### config.mk
export PLATFORM = sky130hd
export DESIGN_NAME = fault_blink_code_indicator
export DESIGN_NICKNAME = d
export VERILOG_FILES = /design/src/rtl/core/fbci_pkg.sv /design/src/rtl/core/fault_blink_code_indicator.sv
export SDC_FILE = /design/constraint.sdc
export NUM_CORES = 1
export LEC_CHECK = 0
export ABC_AREA = 1
export BUFFER_PORTS_ARGS = -buffer_cell sky130_fd_sc_hd__buf_4
export CORE_ASPECT_RATIO = 0.75
export CORE_UTILIZATION = 35
export DETAILED_ROUTE_END_ITERATION = 12
export PLACE_DENSITY = 0.46
export SLEW_MARGIN = 10
export SYNTH_ARGS = -nofsm -noshare
export SYNTH_HDL_FRONTEND = slang
export SYNTH_SLANG_ARGS = --single-unit
### constraint.sdc
create_clock -name clk -period 4.4 [get_ports clk]
set_input_delay 0.44 -clock clk [delete_from_list [all_inputs] [get_ports clk]]
set_output_delay 0.44 -clock clk [all_outputs]
set_load 0.02 [all_outputs]
### src/rtl/core/fbci_pkg.sv
// Shared constants, types and helper functions of the fault blink code indicator.
package fbci_pkg;

  // Widths of the configuration port.
  localparam int unsigned CFG_IDX_W  = 3;
  localparam int unsigned CFG_DATA_W = 16;

  // Configuration register indexes.
  localparam logic [CFG_IDX_W-1:0] REG_TICK_PERIOD = 3'd0;
  localparam logic [CFG_IDX_W-1:0] REG_PULSE       = 3'd1;
  localparam logic [CFG_IDX_W-1:0] REG_GROUP_GAP   = 3'd2;
  localparam logic [CFG_IDX_W-1:0] REG_REPEAT_GAP  = 3'd3;
  localparam logic [CFG_IDX_W-1:0] REG_TENS_TONE   = 3'd4;
  localparam logic [CFG_IDX_W-1:0] REG_ONES_TONE   = 3'd5;

  // Register reset values.
  localparam logic [7:0]  TICK_PERIOD_RST = 8'd10;
  localparam logic [15:0] PULSE_RST       = 16'd100;
  localparam logic [15:0] GROUP_GAP_RST   = 16'd350;
  localparam logic [15:0] REPEAT_GAP_RST  = 16'd1000;
  localparam logic [11:0] TENS_TONE_RST   = 12'd1500;
  localparam logic [11:0] ONES_TONE_RST   = 12'd2400;

  // Boot melody length and the width of its note counter.
  localparam int unsigned MELODY_NOTES = 5;
  localparam int unsigned MEL_IDX_W    = $clog2(MELODY_NOTES + 1);

  // Pulse sequencer stages.
  localparam logic [1:0] STG_IDLE       = 2'd0;
  localparam logic [1:0] STG_PULSING    = 2'd1;
  localparam logic [1:0] STG_GROUP_GAP  = 2'd2;
  localparam logic [1:0] STG_REPEAT_GAP = 2'd3;

  // Time stamps and deadlines.
  typedef logic [31:0] ms_t;

  // Note frequency of a melody entry; zero is a rest.
  function automatic logic [11:0] melody_hz(input logic [2:0] idx);
    logic [11:0] hz;
    case (idx)
      3'd0:    hz = 12'd900;
      3'd2:    hz = 12'd1350;
      3'd4:    hz = 12'd1900;
      default: hz = 12'd0;
    endcase
    return hz;
  endfunction

  // Duration of a melody entry in milliseconds.
  function automatic logic [7:0] melody_ms(input logic [2:0] idx);
    logic [7:0] ms;
    case (idx)
      3'd0, 3'd2: ms = 8'd90;
      3'd4:       ms = 8'd140;
      default:    ms = 8'd50;
    endcase
    return ms;
  endfunction

  // A deadline is reached once the wrapped difference is non-negative.
  function automatic logic reached(input ms_t now, input ms_t deadline);
    ms_t diff;
    diff = now - deadline;
    return ~diff[31];
  endfunction

  // A zero digit is shown as ten pulses.
  function automatic logic [3:0] digit_pulses(input logic [3:0] d);
    return (d == 4'd0) ? 4'd10 : d;
  endfunction

endpackage

### src/rtl/core/fault_blink_code_indicator.sv
// Fault blink code indicator: one status word in, one LED and buzzer word out.
// The result word for an input word is registered and presented in the cycle after it is accepted.
// Throughput: one word per cycle; the output register is reloaded whenever it is empty
// or being taken in the same cycle, so ready only drops while a result waits.
// Reset (rst_n low, synchronous): all state clears and registers return to their defaults.
module fault_blink_code_indicator (
  input  logic                            clk,
  input  logic                            rst_n,
  // Configuration write port
  input  logic                            cfg_we,
  input  logic [fbci_pkg::CFG_IDX_W-1:0]  cfg_index,
  input  logic [fbci_pkg::CFG_DATA_W-1:0] cfg_wdata,
  // Input channel
  input  logic                            in_valid,
  output logic                            in_ready,
  input  logic                            in_fault_active,
  input  logic [6:0]                      in_fault_code,
  input  logic                            in_left_detecting,
  input  logic                            in_right_detecting,
  input  logic                            in_left_running,
  input  logic                            in_right_running,
  // Result channel
  output logic                            out_valid,
  input  logic                            out_ready,
  output logic                            out_led_on,
  output logic                            out_tone_on,
  output logic [11:0]                     out_tone_hz
);

  // Configuration registers
  logic [7:0]  tick_period_r;
  logic [15:0] pulse_ms_r, group_gap_r, repeat_gap_r;
  logic [11:0] tens_tone_r, ones_tone_r;

  // Sequencer state
  fbci_pkg::ms_t time_now_r, time_now_nxt;
  fbci_pkg::ms_t mel_deadline_r, mel_deadline_nxt;
  fbci_pkg::ms_t pulse_deadline_r, pulse_deadline_nxt;
  logic [3:0] idle_phase_r, idle_phase_nxt;
  logic [3:0] idle_div_r, idle_div_nxt;
  logic [fbci_pkg::MEL_IDX_W-1:0] mel_idx_r, mel_idx_nxt;
  logic mel_done_r, mel_done_nxt;
  logic ann_valid_r, ann_valid_nxt;
  logic [6:0] ann_code_r, ann_code_nxt;
  logic [3:0] tens_r, tens_nxt, ones_r, ones_nxt;
  logic group_r, group_nxt;
  logic [3:0] pulses_left_r, pulses_left_nxt;
  logic [1:0] stage_r, stage_nxt;
  logic pulse_on_r, pulse_on_nxt;
  logic led_r, led_nxt;
  logic tone_act_r, tone_act_nxt;
  logic [11:0] tone_hz_r, tone_hz_nxt;
  logic out_valid_r;

  logic        in_fire;
  logic        detecting, running;
  logic [14:0] code_mul;
  logic [3:0]  code_tens;
  logic [6:0]  code_tens_x10;
  logic [3:0]  code_ones;
  logic [2:0]  mel_sel;

  // Accept a word whenever the output register is free or draining.
  assign in_ready  = ~out_valid_r | out_ready;
  assign in_fire   = in_valid & in_ready;
  assign out_valid = out_valid_r;

  assign out_led_on  = led_r;
  assign out_tone_on = tone_act_r;
  assign out_tone_hz = tone_hz_r;

  assign detecting = in_left_detecting | in_right_detecting;
  assign running   = in_left_running | in_right_running;

  // Decimal split of the code: multiply by the reciprocal of ten (exact for 7-bit codes).
  assign code_mul      = {8'd0, in_fault_code} * 15'd205;
  assign code_tens     = code_mul[14:11];
  assign code_tens_x10 = 7'({code_tens, 3'b000} + {code_tens, 1'b0});
  assign code_ones     = 4'(in_fault_code - code_tens_x10);

  assign mel_sel = 3'(mel_idx_r);

  // Next state for one status word.
  always_comb begin
    time_now_nxt       = time_now_r;
    mel_deadline_nxt   = mel_deadline_r;
    pulse_deadline_nxt = pulse_deadline_r;
    idle_phase_nxt     = idle_phase_r;
    idle_div_nxt       = idle_div_r;
    mel_idx_nxt        = mel_idx_r;
    mel_done_nxt       = mel_done_r;
    ann_valid_nxt      = ann_valid_r;
    ann_code_nxt       = ann_code_r;
    tens_nxt           = tens_r;
    ones_nxt           = ones_r;
    group_nxt          = group_r;
    pulses_left_nxt    = pulses_left_r;
    stage_nxt          = stage_r;
    pulse_on_nxt       = pulse_on_r;
    led_nxt            = led_r;
    tone_act_nxt       = tone_act_r;
    tone_hz_nxt        = tone_hz_r;

    if (in_fire) begin
      // A fault ends the boot melody for good.
      if (in_fault_active && !mel_done_r) begin
        tone_act_nxt = 1'b0;
        mel_done_nxt = 1'b1;
      end

      if (in_fault_active) begin
        if (!ann_valid_r || in_fault_code != ann_code_r) begin
          // New code: restart the pattern with the first pulse on.
          ann_valid_nxt      = 1'b1;
          ann_code_nxt       = in_fault_code;
          tens_nxt           = code_tens;
          ones_nxt           = code_ones;
          group_nxt          = (code_tens == 4'd0);
          pulses_left_nxt    = fbci_pkg::digit_pulses((code_tens == 4'd0) ? code_ones
                                                                          : code_tens);
          stage_nxt          = fbci_pkg::STG_PULSING;
          pulse_on_nxt       = 1'b1;
          led_nxt            = 1'b1;
          tone_act_nxt       = 1'b1;
          tone_hz_nxt        = (code_tens == 4'd0) ? ones_tone_r : tens_tone_r;
          pulse_deadline_nxt = time_now_r + 32'(pulse_ms_r);
        end else if (fbci_pkg::reached(time_now_r, pulse_deadline_r)) begin
          case (stage_r)
            fbci_pkg::STG_PULSING: begin
              if (pulse_on_r) begin
                // End of a pulse: go dark, then gap or next pulse.
                led_nxt         = 1'b0;
                tone_act_nxt    = 1'b0;
                pulse_on_nxt    = 1'b0;
                pulses_left_nxt = (pulses_left_r != 4'd0) ? pulses_left_r - 4'd1 : 4'd0;
                if (pulses_left_nxt == 4'd0) begin
                  if (!group_r) begin
                    stage_nxt          = fbci_pkg::STG_GROUP_GAP;
                    pulse_deadline_nxt = time_now_r + 32'(group_gap_r);
                  end else begin
                    stage_nxt          = fbci_pkg::STG_REPEAT_GAP;
                    pulse_deadline_nxt = time_now_r + 32'(repeat_gap_r);
                  end
                end else begin
                  pulse_deadline_nxt = time_now_r + 32'(pulse_ms_r);
                end
              end else begin
                led_nxt            = 1'b1;
                pulse_on_nxt       = 1'b1;
                tone_act_nxt       = 1'b1;
                tone_hz_nxt        = group_r ? ones_tone_r : tens_tone_r;
                pulse_deadline_nxt = time_now_r + 32'(pulse_ms_r);
              end
            end
            fbci_pkg::STG_GROUP_GAP: begin
              // Move on to the ones digit.
              group_nxt          = 1'b1;
              pulses_left_nxt    = fbci_pkg::digit_pulses(ones_r);
              stage_nxt          = fbci_pkg::STG_PULSING;
              pulse_on_nxt       = 1'b1;
              led_nxt            = 1'b1;
              tone_act_nxt       = 1'b1;
              tone_hz_nxt        = ones_tone_r;
              pulse_deadline_nxt = time_now_r + 32'(pulse_ms_r);
            end
            default: begin
              // Repeat gap over, or idle: start the code from the top.
              group_nxt          = (tens_r == 4'd0);
              pulses_left_nxt    = fbci_pkg::digit_pulses((tens_r == 4'd0) ? ones_r : tens_r);
              stage_nxt          = fbci_pkg::STG_PULSING;
              pulse_on_nxt       = 1'b1;
              led_nxt            = 1'b1;
              tone_act_nxt       = 1'b1;
              tone_hz_nxt        = (tens_r == 4'd0) ? ones_tone_r : tens_tone_r;
              pulse_deadline_nxt = time_now_r + 32'(pulse_ms_r);
            end
          endcase
        end
      end else begin
        // No fault: drop any pattern in progress.
        if (ann_valid_r || pulse_on_r) begin
          tone_act_nxt = 1'b0;
          pulse_on_nxt = 1'b0;
        end
        ann_valid_nxt = 1'b0;
        stage_nxt     = fbci_pkg::STG_IDLE;

        // Idle LED pattern, one phase every ten words.
        if (idle_div_r == 4'd9) begin
          idle_div_nxt = 4'd0;
          if (detecting) begin
            led_nxt = (idle_phase_r == 4'd0) || (idle_phase_r == 4'd2);
          end else if (running) begin
            led_nxt = (idle_phase_r < 4'd2) || (idle_phase_r inside {[4'd5:4'd6]});
          end else begin
            led_nxt = (idle_phase_r < 4'd5);
          end
          idle_phase_nxt = (idle_phase_r >= 4'd9) ? 4'd0 : idle_phase_r + 4'd1;
        end else begin
          idle_div_nxt = idle_div_r + 4'd1;
        end

        // Boot melody.
        if (!mel_done_r && fbci_pkg::reached(time_now_r, mel_deadline_r)) begin
          if (32'(mel_idx_r) >= 32'(fbci_pkg::MELODY_NOTES) || 32'(mel_idx_r) >= 32'd8) begin
            tone_act_nxt = 1'b0;
            mel_done_nxt = 1'b1;
          end else begin
            mel_idx_nxt = mel_idx_r + {{(fbci_pkg::MEL_IDX_W-1){1'b0}}, 1'b1};
            if (fbci_pkg::melody_hz(mel_sel) == 12'd0) begin
              tone_act_nxt = 1'b0;
            end else begin
              tone_act_nxt = 1'b1;
              tone_hz_nxt  = fbci_pkg::melody_hz(mel_sel);
            end
            mel_deadline_nxt = time_now_r + 32'(fbci_pkg::melody_ms(mel_sel));
          end
        end
      end

      time_now_nxt = time_now_r + 32'(tick_period_r);
    end
  end

  // Configuration registers.
  always_ff @(posedge clk) begin
    if (!rst_n) begin
      tick_period_r <= fbci_pkg::TICK_PERIOD_RST;
      pulse_ms_r    <= fbci_pkg::PULSE_RST;
      group_gap_r   <= fbci_pkg::GROUP_GAP_RST;
      repeat_gap_r  <= fbci_pkg::REPEAT_GAP_RST;
      tens_tone_r   <= fbci_pkg::TENS_TONE_RST;
      ones_tone_r   <= fbci_pkg::ONES_TONE_RST;
    end else if (cfg_we) begin
      case (cfg_index)
        fbci_pkg::REG_TICK_PERIOD: tick_period_r <= cfg_wdata[7:0];
        fbci_pkg::REG_PULSE:       pulse_ms_r    <= cfg_wdata;
        fbci_pkg::REG_GROUP_GAP:   group_gap_r   <= cfg_wdata;
        fbci_pkg::REG_REPEAT_GAP:  repeat_gap_r  <= cfg_wdata;
        fbci_pkg::REG_TENS_TONE:   tens_tone_r   <= cfg_wdata[11:0];
        fbci_pkg::REG_ONES_TONE:   ones_tone_r   <= cfg_wdata[11:0];
        default: ;
      endcase
    end
  end

  // Sequencer state and output valid.
  always_ff @(posedge clk) begin
    if (!rst_n) begin
      time_now_r       <= '0;
      mel_deadline_r   <= '0;
      pulse_deadline_r <= '0;
      idle_phase_r     <= '0;
      idle_div_r       <= '0;
      mel_idx_r        <= '0;
      mel_done_r       <= 1'b0;
      ann_valid_r      <= 1'b0;
      ann_code_r       <= '0;
      tens_r           <= '0;
      ones_r           <= '0;
      group_r          <= 1'b0;
      pulses_left_r    <= '0;
      stage_r          <= fbci_pkg::STG_IDLE;
      pulse_on_r       <= 1'b0;
      led_r            <= 1'b0;
      tone_act_r       <= 1'b0;
      tone_hz_r        <= '0;
      out_valid_r      <= 1'b0;
    end else begin
      time_now_r       <= time_now_nxt;
      mel_deadline_r   <= mel_deadline_nxt;
      pulse_deadline_r <= pulse_deadline_nxt;
      idle_phase_r     <= idle_phase_nxt;
      idle_div_r       <= idle_div_nxt;
      mel_idx_r        <= mel_idx_nxt;
      mel_done_r       <= mel_done_nxt;
      ann_valid_r      <= ann_valid_nxt;
      ann_code_r       <= ann_code_nxt;
      tens_r           <= tens_nxt;
      ones_r           <= ones_nxt;
      group_r          <= group_nxt;
      pulses_left_r    <= pulses_left_nxt;
      stage_r          <= stage_nxt;
      pulse_on_r       <= pulse_on_nxt;
      led_r            <= led_nxt;
      tone_act_r       <= tone_act_nxt;
      tone_hz_r        <= tone_hz_nxt;
      if (in_fire) begin
        out_valid_r <= 1'b1;
      end else if (out_ready) begin
        out_valid_r <= 1'b0;
      end
    end
  end

endmodule
* After elaboration in Yosys (flattened, before gate mapping)
Index checks and enable logic that the tools add are counted.
Storage, ports and cells: bits in read-only memories 0, register bits 227, output and inout bits 16, input bits 36, bits in latches 0, word-level logic and storage cells 193, bits in writable memories 0, memories 0
Operators by class: $lt $le $gt $ge 6, multiply operators 1, $add $sub $neg 13, reductions and logical operators 43, equal/unequal tests 22, divide/modulo/power cells 0, mux-type cells 75, bitwise gates (word level) 8, shift operators 0
Operators with widths (number):
- 32-bit two-way mux | 6
- 12-bit two-way mux | 14
- 32-bit by 16-bit adder with 32-bit output | 3
- 32-bit by 8-bit adder with 32-bit output | 2
- 32-bit subtractor | 2
- 4-bit two-way mux | 11
- 11-bit case mux with 3 select lines | 1
- 8-bit two-way mux | 4
- 1-bit two-way mux | 29
- 4-bit zero test | 7
- 12-bit case mux with 2 select lines | 1
- 8-bit case mux with 2 select lines | 1
- 2-bit AND reduction | 8
- 4-bit AND reduction | 4
- 7-bit by 8-bit multiplier with 15-bit output, second input constant | 1
- 3-bit AND reduction | 5
- 12-bit zero test | 1
- 2-bit two-way mux | 6
- 4-bit inequality test, second input constant | 3
- 3-bit by 2-bit equality test with 1-bit output, second input constant | 3
- 3-bit equality test, second input constant | 3
- 4-bit by 1-bit adder with 4-bit output, second input constant | 2
- 2-bit inequality test, second input constant | 4
- 4-bit case mux with 2 select lines | 1
- 30 further kinds | 46

* Longest topological paths before layout
depth in word-level cells 11, mapped depth 26, mapped depth without buffers 26

* Worst setup path before layout
OpenSTA, ideal clock, no wires.
path type input to register, start point in in_fault_code[4], end point reg pulses_left_r[1], setup slack 0.449 ns, stages on the path 22, required time 4.330 ns, buffers on the path 0, arrival time 3.881 ns, setup time 0.070 ns, cells stage by stage ha_1 fa_1 ha_1 inv_1 fa_1 inv_1 ha_1 nand2_1 inv_1 nand2_1 nand2_1 nand2_1 nand4_1 nand2_2 inv_1 ha_1 xnor2_1 a21oi_1 nand2_1 o21ai_0 nand2_1 a21oi_1
On the way: longest elaborated chain between the ends 7, elaborated cells between the ends (all ways) 13, those cells by class add/sub (2); mul (1); eq/ne (3); mux (3); reduce/logical (4)
RTL lines:
- from (decl) | RTL line fault_blink_code_indicator.sv:17 | input logic [6:0] in_fault_code,
- 7-bit by 8-bit multiplier with 15-bit output (*) | RTL line fault_blink_code_indicator.sv:76 | assign code_mul = {8'd0, in_fault_code} * 15'd205;
- named net code_mul[12] | RTL line fault_blink_code_indicator.sv:57 | logic [14:0] code_mul;
- 4-bit adder | RTL line fault_blink_code_indicator.sv:78 | assign code_tens_x10 = 7'({code_tens, 3'b000} + {code_tens, 1'b0});
- 4-bit subtractor | RTL line fault_blink_code_indicator.sv:79 | assign code_ones = 4'(in_fault_code - code_tens_x10);
- 4-bit two-way mux (*) | RTL line fault_blink_code_indicator.sv:119 | pulses_left_nxt = fbci_pkg::digit_pulses((code_tens == 4'd0) ? code_ones
- 4-bit zero test | RTL line fbci_pkg.sv:69 | return (d == 4'd0) ? 4'd10 : d;
- 4-bit two-way mux (*) | RTL line fbci_pkg.sv:69
- 4-bit two-way mux (*) | RTL line fault_blink_code_indicator.sv:112 | if (!ann_valid_r || in_fault_code != ann_code_r) begin
- to (signal assigned) | RTL line fault_blink_code_indicator.sv:282 | pulses_left_r <= pulses_left_nxt;
- to (decl) | RTL line fault_blink_code_indicator.sv:47 | logic [3:0] pulses_left_r, pulses_left_nxt;
Mark *: on every way through the listed nets, which the timed path passes. The rest lies on a longest branch. A chain may end at the register's enable or synchronous reset.

* Worst setup path in the final report
start point reg mel_idx_r[0] (netlist name), end point reg mel_deadline_r[24]
On the way: longest elaborated chain between the ends 8, elaborated cells between the ends (all ways) 13, those cells by class add/sub (1); order compare (1); eq/ne (2); mux (5); bitwise (1); reduce/logical (3)
RTL lines:
- from (decl) | RTL line fault_blink_code_indicator.sv:41 | logic [fbci_pkg::MEL_IDX_W-1:0] mel_idx_r, mel_idx_nxt;
- from (signal assigned) | RTL line fault_blink_code_indicator.sv:275 | mel_idx_r <= mel_idx_nxt;
- 3-bit by 2-bit equality test with 1-bit output / 3-bit zero test (equally long branches) | RTL line fbci_pkg.sv:52 | case (idx)
- 2-bit OR reduction | RTL line fbci_pkg.sv:52
- 8-bit case mux with 2 select lines | RTL line fbci_pkg.sv:52
- 8-bit two-way mux | RTL line fault_blink_code_indicator.sv:205 | if (32'(mel_idx_r) >= 32'(fbci_pkg::MELODY_NOTES) || 32'(mel_idx_r) >= 32'd8) begin
- 8-bit two-way mux | RTL line fault_blink_code_indicator.sv:204 | if (!mel_done_r && fbci_pkg::reached(time_now_r, mel_deadline_r)) begin
- 8-bit two-way mux | RTL line fault_blink_code_indicator.sv:111 | if (in_fault_active) begin
- 8-bit two-way mux | RTL line fault_blink_code_indicator.sv:104 | if (in_fire) begin
- 32-bit by 8-bit adder with 32-bit output | RTL line fault_blink_code_indicator.sv:216 | mel_deadline_nxt = time_now_r + 32'(fbci_pkg::melody_ms(mel_sel));
- to (signal assigned) | RTL line fault_blink_code_indicator.sv:271 | mel_deadline_r <= mel_deadline_nxt;
- to (decl) | RTL line fault_blink_code_indicator.sv:37 | fbci_pkg::ms_t mel_deadline_r, mel_deadline_nxt;
Parallel ways exist; a longest one is shown, timed or not. The select of a mux whose other input is x is not followed.

==> summary.txt <==
Status - finished clean
DP Area - 17,100 µm²
Worst Setup Slack, final - 496 ps
Die Wd - 250 µm
Max cap viols - 0
Multi-input gate area - 9940 µm²
DR WL met3 - 3280 µm
FILL cells - 4,884
Port bufs - 51
CTS sink count - 227
WHS - 121 ps
Layout Nets - 2,639
Initial DRC Count - 1,324
Slew Limit Fails - 0
Syn Area/Cell - 6.72 µm²
Slew @ Worst Pin - 1050 ps
Gr usage total - 22.9%
Yosys reg bits - 227
Period minus WS final - 3900 ps
Largest family of logic cells by synthesized area - simple AND/OR/NAND/NOR gates
Vias - 15,600
Final instance area - 18,000 µm²
Layout area overhead - 11.5%
Post-synthesis sequential area ratio - 28.1%
Clk_lat worst skew - 570 ps
Worst rel slew slack - 29.9%
I/O pins - 52
Router iterations before antenna repair - 5
Setup_tns - 0 ps
WL/cell - 17.8 µm
Crit path capture type - flip-flop
CTS Buf Count - 29
Register area - 4540 µm²
First-pass GRT wire length - 84,000 µm
RePlAce Congestion - 0.905
Peak supply drop - 0.000273 V
# H-tree levels - 1
Distinct cells, synth - 53
Via density per instance - 5.13
Fmax - 256 MHz
Antenna-violating nets left - 0
Yosys synthesis warning count - 0
Dpl hpwl - 41,100 µm
Die area - 47,000 µm²
WP data required - 4830 ps
Asr flop ratio synth - 0%
Total power - 7.53 mW
Drt drc - 0
Syn Inst Count - 2,405
Mapped cell area - 16,200 µm²
Final setup violation count - 0
Worst EP arrival - 4330 ps
DR top layer - met5
Hold Vio Cnt, Final - 0
RSZ-0062 raised after global routing - false
Post-synth EDFFs - 0
Cell row count - 67
Largest net degree at the start of global routing - 192
Net Count, Synth - 2,608
Pre-CTS setup slack - 13.9 ps
Worst Path Max Fanout - 4
Synth Area in Compound Gates - 20.8%
Clk root buf - clkbuf_16
Synth Flop Type - dfxtp_1
CTS resizes - 0
Initial antenna violation count - 2
Hold Buf Count CTS - 0
Clk pin slew, worst setup/hold paths - 60 ps
Hold Crit Class - in2reg
Setup Skew - 19.3 ps
Share of layout cells above drive strength 1 - 7.90%
Post-CTS Setup Bufs - 0
Routed length on met1 - 30,000 µm
Proportion of synthesized area in mux cells - 0%
Total detailed-routing wirelength - 54,200 µm
Starting Density - 35.8%
CTS tree - done
Post-Synth Simple-Gate Area - 23.6%
Placeable Area - 45,100 µm²
Ant diodes - 0
Post-Synth XOR/XNOR Area - 3.58%
LEAKAGE - 8.25 nW
Adder-cell share of the synthesized area - 13.5%
Tcrit/Tclk final - 88.7%
Pwr dens - 418 nW/µm²
Met2 wire length - 20,200 µm
Clk buf depth - 3
Worst Setup Start Kind - flip-flop
Die H - 188 µm
Vias in the first global route - 14,100
Setup CP Type - reg2reg
Grt total ovfl - 0
## synthesized netlist by cell type, types with 3 or more instances
cell type	n	area [µm²]
nor2_2	9	56.3
o21ai_1	38	190
or2_2	3	18.8
o21bai_1	5	37.5
fa_1	12	240
o22ai_1	13	81.3
a21boi_0	3	22.5
dfxtp_1	227	4540
buf_4	5	37.5
nand4_1	28	175
o211ai_1	16	120
o21ai_0	241	1210
clkinv_1	6	22.5
o21ai_2	3	26.3
nand2_4	3	33.8
inv_2	15	56.3
buf_2	13	65.1
a21oi_1	266	1330
buf_6	9	101
a21oi_2	7	61.3
nand2_2	15	93.8
nor2_4	4	45.0
nand3_2	3	30.0
xor2_1	55	482
a31oi_1	16	100
xnor2_1	11	96.3
o21a_1	3	22.5
nor2_1	223	837
nor4_1	6	37.5
inv_1	318	1190
nand2_1	473	1780
nand3_1	92	460
clkbuf_1	48	180
a21o_1	7	52.6
nand3b_1	3	22.5
ha_1	155	1940
nor3_1	28	140
## state kept, by name (all words and copies together) (netlist names), 2 cells and up
name and count:
ann_code_r 7, group_gap_r 16, idle_div_r 4, idle_phase_r 4, mel_deadline_r 32, mel_idx_r 3, ones_r 4, ones_tone_r 12
out_tone_hz 12, pulse_deadline_r 32, pulse_ms_r 16, pulses_left_r 4, repeat_gap_r 16, stage_r 2, tens_r 4, tens_tone_r 12
tick_period_r 8, time_now_r 32
## layout by cell type (no fill, tap or decap), types with 55 or more instances in the layout
cell     instances
o21ai_0        241
ha_1           155
buf_4           76
inv_1          318
nand3_1         92
dfxtp_1        227
nor2_1         223
nand2_1        473
a21oi_1        266
xor2_1          55
## metal layers
layer	global-route usage (%)	up-vias
met5	0	-
met4	3.73	2
li1	-	7997
met2	30.8	364
met1	37.1	7188
met3	3.80	54
## power by group
| part | switching (mW) | internal [mW] | total (mW) |
|---|---|---|---|
| clock network | 0.962 | 1.40 | 2.36 |
| registers | 0.138 | 2.30 | 2.44 |
| logic | 1.82 | 0.909 | 2.73 |
| total | 2.92 | 4.61 | 7.53 |
## cell type report
class / instances / area share (%)
Clock buffer: 40 / 4.53
Timing Repair Buffer: 78 / 3.39
Clock inverter: 10 / 0.590
Inverter: 339 / 7.06
Tap cell: 586 / 4.07
Sequential cell: 227 / 25.2
Multi-Input combinational cell: 1761 / 55.1
## through the flow
stage,cells,utilization (%)
6_report,3041,40.0
5_1_grt,3041,40.0
4_1_cts,3041,40.0
3_5_place_dp,2991,37.9
3_3_place_gp,2991,37.9
2_1_floorplan,2405,-
## logic make-up (layout without fill, tap and decap cells)
| kind of cell | count (synthesis) | count (layout) |
|---|---|---|
| AND/OR/NAND/NOR | 898 | 898 |
| AO/OA/AOI/OAI | 630 | 630 |
| buffers and inverters | 417 | 467 |
| flip-flops | 227 | 227 |
| adder cells (fa/ha/maj) | 167 | 167 |
| XOR/XNOR | 66 | 66 |
## worst paths after layout
kind | startpoint | to | slack, ps | cells past startpoint
hold reg to reg | repeat_gap_r[14] | repeat_gap_r[14] | 450 | 2
setup reg to reg | mel_idx_r[0] | mel_deadline_r[24] | 500 | 18
setup / recovery | mel_idx_r[0] | mel_deadline_r[24] | 500 | 18
hold / removal | cfg_wdata[12] | group_gap_r[12] | 120 | 3
## worst max-delay path, cell delays in order, from the launching register on
cell and delay, ps:
dfxtp_1 370, inv_1 100, ha_1 310, nand2_1 210, inv_1 180, nor2_1 260
inv_1 170, ha_1 390, nand3_1 90, nand2_1 130, nand4_1 120, o211ai_2 150
nand2_1 140, nor2_1 180, nand2_1 180, nor2_1 310, xor2_1 130, o21ai_0 290
a21oi_1 60
(Power assumes the default switching activity.)
